`config.mk`:
```
export PLATFORM = sky130hd
export DESIGN_NAME = dicom_command_element_parser_top
export DESIGN_NICKNAME = d
export VERILOG_FILES = /design/src/design/dcep_pkg.sv /design/src/design/dicom_command_element_parser_top.sv /design/src/design/dcep_parser.sv /design/src/design/dcep_out_reg.sv
export VERILOG_INCLUDE_DIRS = /design/src /design/src/design
export SDC_FILE = /design/constraint.sdc
export NUM_CORES = 1
export LEC_CHECK = 0
export BUFFER_PORTS_ARGS = -buffer_cell sky130_fd_sc_hd__buf_2
export CORE_MARGIN = 2
export CORE_UTILIZATION = 35
export CTS_BUF_LIST = sky130_fd_sc_hd__clkbuf_16
export CTS_CLUSTER_SIZE = 12
export DETAILED_ROUTE_END_ITERATION = 12
export PLACE_DENSITY = 0.56
export SLEW_MARGIN = 40
export SYNTH_ARGS = -nofsm -noshare
export SYNTH_HDL_FRONTEND = slang
export SYNTH_SLANG_ARGS = --single-unit
```
`constraint.sdc`:
```
create_clock -name clk -period 8.95 [get_ports clk]
set_input_delay 0.895 -clock clk [delete_from_list [all_inputs] [get_ports clk]]
set_output_delay 0.895 -clock clk [all_outputs]
set_load 0.03 [all_outputs]
```
`src/design/assert_macros.svh`:
```
// Assertion macros used by the RTL.
`ifndef ASSERT_MACROS_SVH
`define ASSERT_MACROS_SVH

`ifndef SYNTH

`define ASSERT_ALWAYS(label, clk, rst, expr) \
  label: assert property (@(posedge clk) disable iff (rst) (expr)) \
    else $error("assertion failed");

`define ASSERT_IMPLY(label, clk, rst, ante, cons) \
  label: assert property (@(posedge clk) disable iff (rst) (ante) |-> (cons)) \
    else $error("assertion failed");

`else

`define ASSERT_ALWAYS(label, clk, rst, expr)

`define ASSERT_IMPLY(label, clk, rst, ante, cons)

`endif

`endif

```
`src/design/dcep_pkg.sv`:
```
`default_nettype none

package dcep_pkg;

  localparam logic [1:0] PH_HEADER = 2'd0;
  localparam logic [1:0] PH_TAG    = 2'd1;
  localparam logic [1:0] PH_LEN    = 2'd2;
  localparam logic [1:0] PH_VALUE  = 2'd3;

  localparam logic [15:0] GROUP_COMMAND   = 16'h0000;
  localparam logic [15:0] ELEM_COMMAND    = 16'h0100;
  localparam logic [15:0] ELEM_MESSAGE_ID = 16'h0110;
  localparam logic [15:0] ELEM_PRIORITY   = 16'h0700;

  localparam logic [2:0] CAT_OTHER = 3'd0;
  localparam logic [2:0] CAT_ECHO  = 3'd1;
  localparam logic [2:0] CAT_STORE = 3'd2;
  localparam logic [2:0] CAT_FIND  = 3'd3;
  localparam logic [2:0] CAT_GET   = 3'd4;
  localparam logic [2:0] CAT_MOVE  = 3'd5;

  localparam logic [14:0] CMD_ECHO  = 15'h0030;
  localparam logic [14:0] CMD_STORE = 15'h0001;
  localparam logic [14:0] CMD_FIND  = 15'h0020;
  localparam logic [14:0] CMD_GET   = 15'h0010;
  localparam logic [14:0] CMD_MOVE  = 15'h0021;

  typedef struct packed {
    logic        found;
    logic [15:0] value;
  } capture_t;

  typedef struct packed {
    logic        status;
    logic [15:0] command_field;
    logic        command_found;
    logic [15:0] message_ident;
    logic        message_found;
    logic [15:0] priority_value;
    logic        priority_found;
    logic        is_response;
    logic [2:0]  category;
  } result_t;

  function automatic logic [2:0] category_of(input logic [15:0] cmd);
    logic [2:0] cat;
    case (cmd[14:0])
      CMD_ECHO:  cat = CAT_ECHO;
      CMD_STORE: cat = CAT_STORE;
      CMD_FIND:  cat = CAT_FIND;
      CMD_GET:   cat = CAT_GET;
      CMD_MOVE:  cat = CAT_MOVE;
      default:   cat = CAT_OTHER;
    endcase
    return cat;
  endfunction

endpackage

`default_nettype wire

```
`src/design/dicom_command_element_parser_top.sv`:
```
// The result word is loaded into the output register when the last byte is accepted.
// Throughput: one byte per cycle while byte_stall is low; the state update between
// input and result register is a single pass, so a new payload may start right
// after the last byte. A byte waits only while a result word is held by result_stall.
// Reset: synchronous, active high; clears parse state, captures and result_valid.
`default_nettype none

`include "assert_macros.svh"

module dicom_command_element_parser_top #(
  parameter int HEADER_BYTES = 6
) (
  input  wire logic        clk,
  input  wire logic        rst,
  input  wire logic        byte_valid,
  output logic             byte_stall,
  input  wire logic [7:0]  data_byte,
  input  wire logic        last_byte,
  output logic             result_valid,
  input  wire logic        result_stall,
  output logic             status,
  output logic [15:0]      command_field,
  output logic             command_found,
  output logic [15:0]      message_ident,
  output logic             message_found,
  output logic [15:0]      priority_value,
  output logic             priority_found,
  output logic             is_response,
  output logic [2:0]       category
);

  logic               accept;
  dcep_pkg::result_t  result_next;
  dcep_pkg::result_t  result_q;

  assign byte_stall = result_valid && result_stall;
  assign accept     = byte_valid && !byte_stall;

  dcep_parser #(
    .HEADER_BYTES(HEADER_BYTES)
  ) u_parser (
    .clk       (clk),
    .rst       (rst),
    .accept    (accept),
    .data_byte (data_byte),
    .last_byte (last_byte),
    .result    (result_next)
  );

  dcep_out_reg u_out (
    .clk          (clk),
    .rst          (rst),
    .load         (accept && last_byte),
    .result_in    (result_next),
    .result_stall (result_stall),
    .result_valid (result_valid),
    .result_out   (result_q)
  );

  assign status         = result_q.status;
  assign command_field  = result_q.command_field;
  assign command_found  = result_q.command_found;
  assign message_ident  = result_q.message_ident;
  assign message_found  = result_q.message_found;
  assign priority_value = result_q.priority_value;
  assign priority_found = result_q.priority_found;
  assign is_response    = result_q.is_response;
  assign category       = result_q.category;

  `ASSERT_IMPLY(a_short_clears, clk, rst, result_valid && status, !command_found && !message_found && !priority_found && command_field == 16'd0 && category == dcep_pkg::CAT_OTHER)
  `ASSERT_IMPLY(a_resp_bit, clk, rst, result_valid, is_response == command_field[15])
  `ASSERT_IMPLY(a_unfound_zero, clk, rst, result_valid && !command_found, command_field == 16'd0 && message_found == (message_ident != 16'd0 || message_found))

endmodule

`default_nettype wire

```
`src/design/dcep_parser.sv`:
```
`default_nettype none

module dcep_parser #(
  parameter int HEADER_BYTES = 6
) (
  input  wire logic            clk,
  input  wire logic            rst,
  input  wire logic            accept,
  input  wire logic [7:0]      data_byte,
  input  wire logic            last_byte,
  output dcep_pkg::result_t    result
);

  localparam int CW = $clog2(HEADER_BYTES + 2);
  localparam logic [CW-1:0] HDR = CW'(HEADER_BYTES);
  localparam logic [1:0] PH_START = (HEADER_BYTES > 0) ? dcep_pkg::PH_HEADER
                                                       : dcep_pkg::PH_TAG;

  logic [CW-1:0]       byte_count, byte_count_next;
  logic [1:0]          phase, phase_next;
  logic [1:0]          field_byte_index, field_byte_index_next;
  logic [31:0]         tag_word, tag_word_next;
  logic [31:0]         value_remaining, value_remaining_next;
  logic                length_ge2, length_ge2_next;
  logic [15:0]         pending_value, pending_value_next;
  dcep_pkg::capture_t  command_reg, command_reg_next;
  dcep_pkg::capture_t  message_reg, message_reg_next;
  dcep_pkg::capture_t  priority_reg, priority_reg_next;
  logic [31:0]         len_full;
  logic [31:0]         rem_dec;
  logic                commit;

  always_comb begin
    byte_count_next       = byte_count;
    phase_next            = phase;
    field_byte_index_next = field_byte_index;
    tag_word_next         = tag_word;
    value_remaining_next  = value_remaining;
    length_ge2_next       = length_ge2;
    pending_value_next    = pending_value;
    command_reg_next      = command_reg;
    message_reg_next      = message_reg;
    priority_reg_next     = priority_reg;
    len_full              = {data_byte, value_remaining[23:0]};
    rem_dec               = value_remaining - 32'd1;
    commit                = 1'b0;

    case (phase)
      dcep_pkg::PH_HEADER: begin
        byte_count_next = byte_count + CW'(1);
        if (byte_count_next >= HDR) begin
          phase_next = dcep_pkg::PH_TAG;
        end
      end
      dcep_pkg::PH_TAG: begin
        tag_word_next[8*field_byte_index +: 8] = data_byte;
        field_byte_index_next = field_byte_index + 2'd1;
        if (field_byte_index == 2'd3) begin
          value_remaining_next = '0;
          phase_next = dcep_pkg::PH_LEN;
        end
      end
      dcep_pkg::PH_LEN: begin
        if (field_byte_index == 2'd0) begin
          value_remaining_next = {24'd0, data_byte};
        end else begin
          value_remaining_next[8*field_byte_index +: 8] = data_byte;
        end
        field_byte_index_next = field_byte_index + 2'd1;
        if (field_byte_index == 2'd3) begin
          value_remaining_next = len_full;
          length_ge2_next      = (len_full >= 32'd2);
          pending_value_next   = '0;
          if (len_full == 32'd0) begin
            tag_word_next = '0;
            phase_next    = dcep_pkg::PH_TAG;
          end else begin
            phase_next = dcep_pkg::PH_VALUE;
          end
        end
      end
      default: begin
        if (field_byte_index < 2'd2) begin
          pending_value_next[8*field_byte_index[0] +: 8] = data_byte;
          field_byte_index_next = field_byte_index + 2'd1;
        end
        value_remaining_next = rem_dec;
        if (rem_dec == 32'd0) begin
          commit                = length_ge2 && (tag_word[15:0] == dcep_pkg::GROUP_COMMAND);
          field_byte_index_next = 2'd0;
          tag_word_next         = '0;
          phase_next            = dcep_pkg::PH_TAG;
        end
      end
    endcase

    if (commit) begin
      case (tag_word[31:16])
        dcep_pkg::ELEM_COMMAND:    command_reg_next  = '{1'b1, pending_value_next};
        dcep_pkg::ELEM_MESSAGE_ID: message_reg_next  = '{1'b1, pending_value_next};
        dcep_pkg::ELEM_PRIORITY:   priority_reg_next = '{1'b1, pending_value_next};
        default: ;
      endcase
    end
  end

  always_comb begin
    result = '0;
    if (byte_count_next < HDR) begin
      result.status = 1'b1;
    end else begin
      result.command_field  = command_reg_next.value;
      result.command_found  = command_reg_next.found;
      result.message_ident  = message_reg_next.value;
      result.message_found  = message_reg_next.found;
      result.priority_value = priority_reg_next.value;
      result.priority_found = priority_reg_next.found;
      result.is_response    = command_reg_next.value[15];
      result.category       = dcep_pkg::category_of(command_reg_next.value);
    end
  end

  always_ff @(posedge clk) begin
    if (rst || (accept && last_byte)) begin
      byte_count       <= '0;
      phase            <= PH_START;
      field_byte_index <= '0;
      tag_word         <= '0;
      value_remaining  <= '0;
      length_ge2       <= 1'b0;
      pending_value    <= '0;
      command_reg      <= '0;
      message_reg      <= '0;
      priority_reg     <= '0;
    end else if (accept) begin
      byte_count       <= byte_count_next;
      phase            <= phase_next;
      field_byte_index <= field_byte_index_next;
      tag_word         <= tag_word_next;
      value_remaining  <= value_remaining_next;
      length_ge2       <= length_ge2_next;
      pending_value    <= pending_value_next;
      command_reg      <= command_reg_next;
      message_reg      <= message_reg_next;
      priority_reg     <= priority_reg_next;
    end
  end

endmodule

`default_nettype wire

```
`src/design/dcep_out_reg.sv`:
```
`default_nettype none

module dcep_out_reg (
  input  wire logic          clk,
  input  wire logic          rst,
  input  wire logic          load,
  input  wire dcep_pkg::result_t result_in,
  input  wire logic          result_stall,
  output logic               result_valid,
  output dcep_pkg::result_t  result_out
);

  logic result_valid_next;

  always_comb begin
    if (load) begin
      result_valid_next = 1'b1;
    end else if (result_stall) begin
      result_valid_next = result_valid;
    end else begin
      result_valid_next = 1'b0;
    end
  end

  always_ff @(posedge clk) begin
    if (rst) begin
      result_valid <= 1'b0;
    end else begin
      result_valid <= result_valid_next;
    end
  end

  always_ff @(posedge clk) begin
    if (load) begin
      result_out <= result_in;
    end
  end

endmodule

`default_nettype wire

```
======== Yosys cells after proc, flatten, opt, wreduce, memory -nomap -nowiden ========
Index checks and enable logic that the tools add are counted.
cells by class
  shifts and indexed selects .............. 4
  muxes and demuxes ....................... 36
  reductions and logical operators ........ 23
  bitwise operators ....................... 1
  equality and inequality tests ........... 17
  add/sub/neg operators ................... 5
  order comparisons ....................... 4
operators with widths
  cell                     number
  $mux 32                  6
  $pmux 32 s3              2
  $mux 17                  6
  $bwmux 32                2
  $logic_not 32->1         2
  $eq 15x6->1 const B      3
  $neg 4->34               1
  $neg 5->34               1
  $shift 8x34->16 const A  1
  $shift 8x34->32 const A  1
  $shiftx 8x34->16         1
  $shiftx 8x34->32         1
  $eq 16x9->1 const B      2
  $ge 32x2->1 const B      1
  $mux 16                  2
  $pmux 16 s2              1
  $sub 32x1->32 const B    1
  $bwmux 16                1
  $eq 16x11->1 const B     1
  $logic_not 16->1         1
  $eq 15x1->1 const B      1
  $eq 15x5->1 const B      1
  $pmux 3 s5               1
  $mux 2                   7
  25 further kinds         43
word-level totals
  word-level logic and storage cells ...... 114
  output and inout port bits .............. 58
  input bits .............................. 13
  bits in registers ....................... 196

======== Depth between registers and ports, before layout ========
Gate-level depths: netlist (run 1).
  depth after elaboration ................. 9
  depth in mapped cells ................... 13

======== Hierarchy ========
Synthesis (run 1) repeated with hierarchy kept, for this count alone.
second synthesis, totals
  cell total of the unflattened synthesis .. 1094
  area, all modules ....................... 10201.0 um^2
by module, submodules not included
  module                            seq. area each (um^2)  instances  cells each  area each (um^2)
  dcep_parser                       2782.7                 1          1032        8465.6
  dcep_out_reg                      1701.6                 1          59          1710.4
  dicom_command_element_parser_top  0.0                    1          3           25.0

======== Worst setup path after synthesis (run 1) ========
OpenSTA, ideal clock, no wires.
  path type ............................... input to register
  from .................................... input result_stall
  to ...................................... register u_parser.tag_word[24]
  arrival time ............................ 3.517 ns
  stages on the path ...................... 9
  buffers on the path ..................... 1
  library setup time ...................... 0.072 ns
  data required time ...................... 8.878 ns
  setup slack ............................. 5.361 ns
  cells stage by stage .................... nand2_1 > and2_1 > nand2_1 > inv_1 > or2_2 > clkbuf_1 > nor4_1 > nand2_1 > mux2i_1
between the ends
  longest elaborated chain between the ends .. 5
  elaborated cells between the ends (all ways) .. 6
  those cells by class .................... 6 x reduce/logical
ends and longest elaborated chain
  element                 RTL line                                source
  start: declaration      dicom_command_element_parser_top.sv:20  input wire logic result_stall,
  $logic_and 1x1->1       dicom_command_element_parser_top.sv:36  assign byte_stall = result_valid && result_stall;
  $logic_not 1->1         dicom_command_element_parser_top.sv:37  assign accept = byte_valid && !byte_stall;
  $logic_and 1x1->1       dicom_command_element_parser_top.sv:37
  $logic_and 1x1->1       --
  net u_out.load          dcep_out_reg.sv:6                       input wire logic load,
  $logic_or 1x1->1        dcep_parser.sv:124                      if (rst || (accept && last_byte)) begin
  end signal: assignment  dcep_parser.sv:139                      tag_word <= tag_word_next;
  end: declaration        dcep_parser.sv:22                       logic [31:0] tag_word, tag_word_next;
The timed path passes the listed nets, and every way through them passes these cells.
A chain may end at the register's enable or synchronous reset.

======== Worst setup path in the final report (run 1) ========
  from .................................... register u_parser.value_remaining[0]
  to ...................................... register u_out.result_out[42] (netlist bit) (data pin)
between the ends
  longest elaborated chain between the ends .. 5
ends and longest elaborated chain
  element                   RTL line            source
  start: declaration        dcep_parser.sv:23   logic [31:0] value_remaining, value_remaining_next;
  start signal: assignment  dcep_parser.sv:140  value_remaining <= value_remaining_next;
  $sub 32x1->32             dcep_parser.sv:45   rem_dec = value_remaining - 32'd1;
  $logic_not 32->1          dcep_parser.sv:88   if (rem_dec == 32'd0) begin
  $mux 1                    dcep_parser.sv:88
  $mux 1                    dcep_parser.sv:48   case (phase)
  $mux 17                   dcep_parser.sv:97   if (commit) begin
  end signal: assignment    dcep_out_reg.sv:35  result_out <= result_in;
  end: declaration          dcep_out_reg.sv:10  output dcep_pkg::result_t result_out
No other way between the ends.

==> results of run 1 <==
==> synthesized netlist by cell type, types with 9 or more instances <==
master / number
nand2_1: 186
a22oi_1: 29
a21oi_1: 21
dfxtp_1: 140
ha_1: 14
nor4_1: 26
o21ai_0: 38
clkbuf_1: 55
inv_1: 17
mux2i_1: 147
or3_1: 15
a22o_1: 17
xnor2_1: 20
nand4_1: 12
nor3_1: 28
nor2_1: 132
edfxtp_1: 55
buf_2: 10
nor4b_1: 9
and3_1: 9
xor2_1: 10
nand3_1: 15
==> worst paths after layout <==
kind                                                                from                                     to  slack, ps  cells past startpoint
worst max-delay path            u_parser.value_remaining[0]$_SDFFE_PP0P_     u_out.result_out[42]$_SDFFCE_PN0P_       4690                     12
worst min-delay path               u_parser.message_reg[16]$_SDFFE_PP0P_  u_parser.message_reg[16]$_SDFFE_PP0P_        460                      2
worst max register to register  u_parser.value_remaining[0]$_SDFFE_PP0P_     u_out.result_out[42]$_SDFFCE_PN0P_       4690                     12
worst min register to register     u_parser.message_reg[16]$_SDFFE_PP0P_  u_parser.message_reg[16]$_SDFFE_PP0P_        460                      2
==> power breakdown <==
group / switching (mW) / internal [mW] / leakage [nW] / total, mW
Combinational: 0.0929 / 0.0322 / 2.01 / 0.125
Clock: 0.421 / 0.392 / 0.306 / 0.813
Sequential: 0.00568 / 0.918 / 1.61 / 0.924
Total: 0.520 / 1.34 / 3.92 / 1.86
==> critical path: cells and delay by family (launching register included) <==
family	cells	cell delay, ps
multiplexers	1	220
adder cells (fa/ha/maj)	1	240
buffers and inverters	3	530
flip-flops	1	380
AO/OA/AOI/OAI	2	810
AND/OR/NAND/NOR	5	1770
==> cell type report <==
| type | instances | area (um2) | area share |
|---|---|---|---|
| Clock buffer | 17 | 425 | 0.0377 |
| Sequential cell | 195 | 4450 | 0.395 |
| Multi-Input combinational cell | 805 | 5210 | 0.462 |
| Tap cell | 378 | 473 | 0.0419 |
| Timing Repair Buffer | 82 | 444 | 0.0393 |
| Inverter | 18 | 67.6 | 0.00599 |
| Clock inverter | 15 | 211 | 0.0187 |
==> kinds of logic after synthesis <==
kind of cell / after synthesis / share of synthesized area
simple gates: 470 / 0.222
flops: 195 / 0.445
mux: 150 / 0.150
compound gates: 141 / 0.0973
buf+inv: 94 / 0.0410
xor+xnor: 30 / 0.0263
fa+ha+maj: 14 / 0.0175
==> layer usage <==
layer	up-vias	wire, um	track usage
li1	3935	-	-
met1	3876	13200	0.252
met2	203	11900	0.283
met3	26	1170	0.0312
met4	0	332	0.0403
met5	-	0	0
==> results.toml, run 1 <==
[timing]
post-route-period-util = 0.476
finalMaxSlewViolations = 0
finalCriticalPeriod_ps = 4260
setup_violations = 0
whs_ps = 456
rsz0062_at_grt = "false"
slew_headroom = 0.470
fin_tns_setup_ps = 0
setup_slack_ps = 4690
worstMarginPinSlew_ps = 795
finalClockSkew_ps = 26.3
hold_violations = 0
fmax_ghz = 0.235

[placement]
hpwlAfterDp_mm = 17.7
dpl_cell_area_um2 = 10600
post-place-ws_ps = 4780
io_buffers = 70
gp_congestion = 0.932
post-place-cells = 1478

[power]
finalPower_mw = 1.86
p_leak_nw = 3.92
p_per_area_nw_per_um2 = 165
vdd_drop_max_uv = 91.3

[clock_tree]
cts_sinks = 195
cts_buffers = 17
clock_latency_ps = 450
postCtsHoldBufs = 0
postCtsResizedCells = 0
cts_tree = "built"
clock_path_buffers = 2
path_clk_slew_ps = 90
cts-root-buf = "clkbuf_16"
post_cts_buffers = 0
h-tree-depth = 4

[setup_path]
end_kind = "flop"
cp_slowest_cell = "nor4b_4"
cp.arrival_ps = 4430
cp_max_fo = 12
critPathLaunchType = "flop"
critical-path-max-stage-delay_ps = 530
path_cells = "inv_1 -> ha_1 -> nor3b_2 -> nand4_1 -> or3_1 -> a2111oi_0 -> o2111ai_1 -> nor4b_4 -> buf_4 -> buf_4 -> mux2i_1 -> nor2_1"
setup.worst_path.class = "reg -> reg"
cp.required_ps = 9120
critPathMostFrequentCell = "buf_4"

[die]
ioPinCount = 71
start_util = 0.358
row_count = 61
die_w_um = 173
core_um2 = 27900
die_h_um = 173
die_area_um2 = 29900

[cells_and_area]
drive_gt1_frac = 0.126
fin_cells = 1510
top_register = "u_out.result_out"
layout_common_cells = "186 x nand2_1, 147 x mux2i_1, 140 x dfxtp_1"
post-route-util = 0.404
largest_reg_flops = 55
area_delta_synth_final_pct = 12.9
nFillCells = 2831
nets = 1146
layout_commonest_cell = "nand2_1"
top_regs = "u_out.result_out (55), u_parser.tag_word (32), u_parser.value_remaining (32)"
antenna_cells = 0
fin_area_um2 = 11300

[synth]
synth_seq_cells = 195
yosysUniqueCellTypes = 64
syn_area_per_cell_um2 = 9.14
synth_ff_type = "dfxtp_1"
netlist_instances = 1094
seq_area_frac_synth = 0.445
synthArstFlopShare = 0
synth_top_area_frac = 0.280
synth.cell_area_um2 = 10000
synth_edf_count = 55
yosysTopAreaCell = "dfxtp_1"
ys_top_cells_by_area = "dfxtp_1 28%, edfxtp_1 17%, mux2i_1 15%, nand2_1 7.0%, nor2_1 5.0%"
syn_nets = 1121
ys.warnings.count = 0

[drt]
drc = 0
drtIter0Drc = 638
post_drt_wl_per_cell_um = 17.6
wirelength_mm = 26.6
vias_per_cell = 5.32
ant_nets = 0
vias = 8040
firstDrtPassIters = 5

[hold_path]
hp-class = "reg -> reg"

[global_routing]
grt_max_degree = 101
grt_pass1_wl_mm = 43.0
gr-usage-all-layers = 0.178
grt_pass1_vias = 7681
antenna_found_initial = 0
grt_overflow = 0

[run_status]
status = "completed"

[run]
cap_viol_max_count = 0
(Power assumes the default switching activity.)
==> inputs of run 2 (changes only) <==
==> constraint.sdc (replaced) <==
create_clock -name clk -period 4.27 [get_ports clk]
set_input_delay 0.427 -clock clk [delete_from_list [all_inputs] [get_ports clk]]
set_output_delay 0.427 -clock clk [all_outputs]
set_load 0.03 [all_outputs]
==> run 2 against run 1 <==
Flip-flop and latch count is the same; critical path type unchanged; core utilization up 0.25 points; critical path depth decreased by 2; power increased by 110%; die area did not move; largest power group unchanged.
==> results.toml, run 2 (synthesized netlist as in run 1, its figures left out) <==
[timing]
slew_headroom = 0.495
fin_tns_setup_ps = 0
rsz0062_at_grt = "false"
worstMarginPinSlew_ps = 758
setup_slack_ps = 320
post-route-period-util = 0.925
finalCriticalPeriod_ps = 3950
hold_violations = 0
setup_violations = 0
finalMaxSlewViolations = 0
finalClockSkew_ps = 14.6
fmax_ghz = 0.253

[die]
core_um2 = 27900
ioPinCount = 71
die_w_um = 173
die_h_um = 173
row_count = 61
start_util = 0.358
die_area_um2 = 29900

[drt]
drc = 0
ant_nets = 0
vias_per_cell = 5.33
vias = 8086
wirelength_mm = 26.9
drtIter0Drc = 508
post_drt_wl_per_cell_um = 17.7
firstDrtPassIters = 5

[setup_path]
reg2reg_to = "u_out.result_out[53]$_SDFFCE_PN0P_"
cp_max_fo = 9
rr_worst_depth = 10
setup.worst_path.class = "reg -> reg"
end_kind = "flop"
r2r-start = "u_parser.value_remaining[0]$_SDFFE_PP0P_"
cp.arrival_ps = 4130
regToRegSetupSlack_ps = 320
critPathLaunchType = "flop"
cp.required_ps = 4450

[power]
p_per_area_nw_per_um2 = 344
p_leak_nw = 3.98
vdd_drop_max_uv = 253

[placement]
gp_congestion = 0.907
io_buffers = 70
post-place-ws_ps = 275
hpwlAfterDp_mm = 18.1

[clock_tree]
path_clk_slew_ps = 80
clock_path_buffers = 2
cts-root-buf = "clkbuf_16"
cts_buffers = 17
clock_latency_ps = 450
cts_tree = "built"
h-tree-depth = 4
cts_sinks = 195

[cells_and_area]
top_register = "u_out.result_out"
layout_common_cells = "186 x nand2_1, 147 x mux2i_1, 140 x dfxtp_1"
area_delta_synth_final_pct = 13.6
multi_input_area_um2 = 5210
seq_area_um2 = 4450
largest_reg_flops = 55
antenna_cells = 0
nFillCells = 2827
drive_gt1_frac = 0.132
top_regs = "u_out.result_out (55), u_parser.tag_word (32), u_parser.value_remaining (32)"
layout_commonest_cell = "nand2_1"
nets = 1154
post-route-util = 0.407

[hold_path]
min_from = "rst"
hp-class = "in -> reg"
min_to = "u_out.result_valid$_SDFFE_PP0P_"
min_path_cells = 2

[global_routing]
gr-usage-all-layers = 0.181
grt_pass1_wl_mm = 43.4
antenna_found_initial = 0
grt_max_degree = 58
grt_pass1_vias = 7813
grt_overflow = 0

[run]
cap_viol_max_count = 0

[run_status]
status = "completed"
==> run 2: how the worst max path moves through the flow <==
| stage | slack, ps | cells past startpoint | startpoint | end |
|---|---|---|---|---|
| after floorplan | 930 | 13 | u_parser.value_remaining[0]$_SDFFE_PP0P_ | u_out.result_out[11]$_SDFFCE_PN0P_ |
| after global placement | 390 | 11 | u_parser.value_remaining[0]$_SDFFE_PP0P_ | u_out.result_out[7]$_SDFFCE_PN0P_ |
| after detailed placement | 280 | 10 | u_parser.value_remaining[0]$_SDFFE_PP0P_ | u_parser.tag_word[23]$_SDFFE_PP0P_ |
| after CTS | 250 | 10 | u_parser.value_remaining[0]$_SDFFE_PP0P_ | u_parser.tag_word[18]$_SDFFE_PP0P_ |
| after global routing | 100 | 11 | u_parser.value_remaining[0]$_SDFFE_PP0P_ | u_out.result_out[7]$_SDFFCE_PN0P_ |
| final | 320 | 10 | u_parser.value_remaining[0]$_SDFFE_PP0P_ | u_out.result_out[53]$_SDFFCE_PN0P_ |
==> run 2: what timing repair did <==
item | in CTS | in global routing
setup buffers | 0 | 0
resized for setup | 0 | 3
hold buffers | 0 | 0
endpoints found under the setup margin | 0 | 34
==> run 2: final cells by class <==
class,instances,share of cell area
Multi-Input combinational cell,805,0.458
Sequential cell,195,0.392
Timing Repair Buffer,90,0.0452
Clock inverter,15,0.0192
Tap cell,378,0.0416
Inverter,18,0.00595
Clock buffer,17,0.0375
==> run 2: where the power goes <==
group / switching, mW / internal, mW / leakage [nW]
sequential: 0.0122 / 1.92 / 1.61
clock: 0.881 / 0.822 / 0.308
combinational: 0.198 / 0.0710 / 2.06
==> run 2: critical path, stage by stage, from the launching register on <==
cell and delay [ps]:
dfxtp_1 370, inv_1 110, ha_1 250, nor3b_2 250
nand4_1 370, nor2_1 320, xor2_1 140, or4_1 710
or4_1 850, mux2i_1 260, nor2_1 60
==> run 2: per-layer routing <==
metal / part of all wire / global-route usage / vias to the layer above
li1: - / - / 3949
met1: 0.48 / 0.253 / 3890
met2: 0.45 / 0.287 / 209
met3: 0.045 / 0.0301 / 38
met4: 0.021 / 0.0508 / 0
met5: 0 / 0 / -
==> run 2: through the flow <==
| stage | area [um2] | power [mW] | instances | hold WS (ps) |
|---|---|---|---|---|
| finish | 11400 | 3.91 | 1518 | 235 |
| global route | 11400 | 4.03 | 1518 | 238 |
| CTS | 11300 | 3.95 | 1518 | 224 |
| detailed placement | 10700 | 2.25 | 1486 | 447 |
| global placement | 10700 | 2.25 | 1486 | 438 |
| floorplan | 10000 | 2.16 | 1094 | 426 |
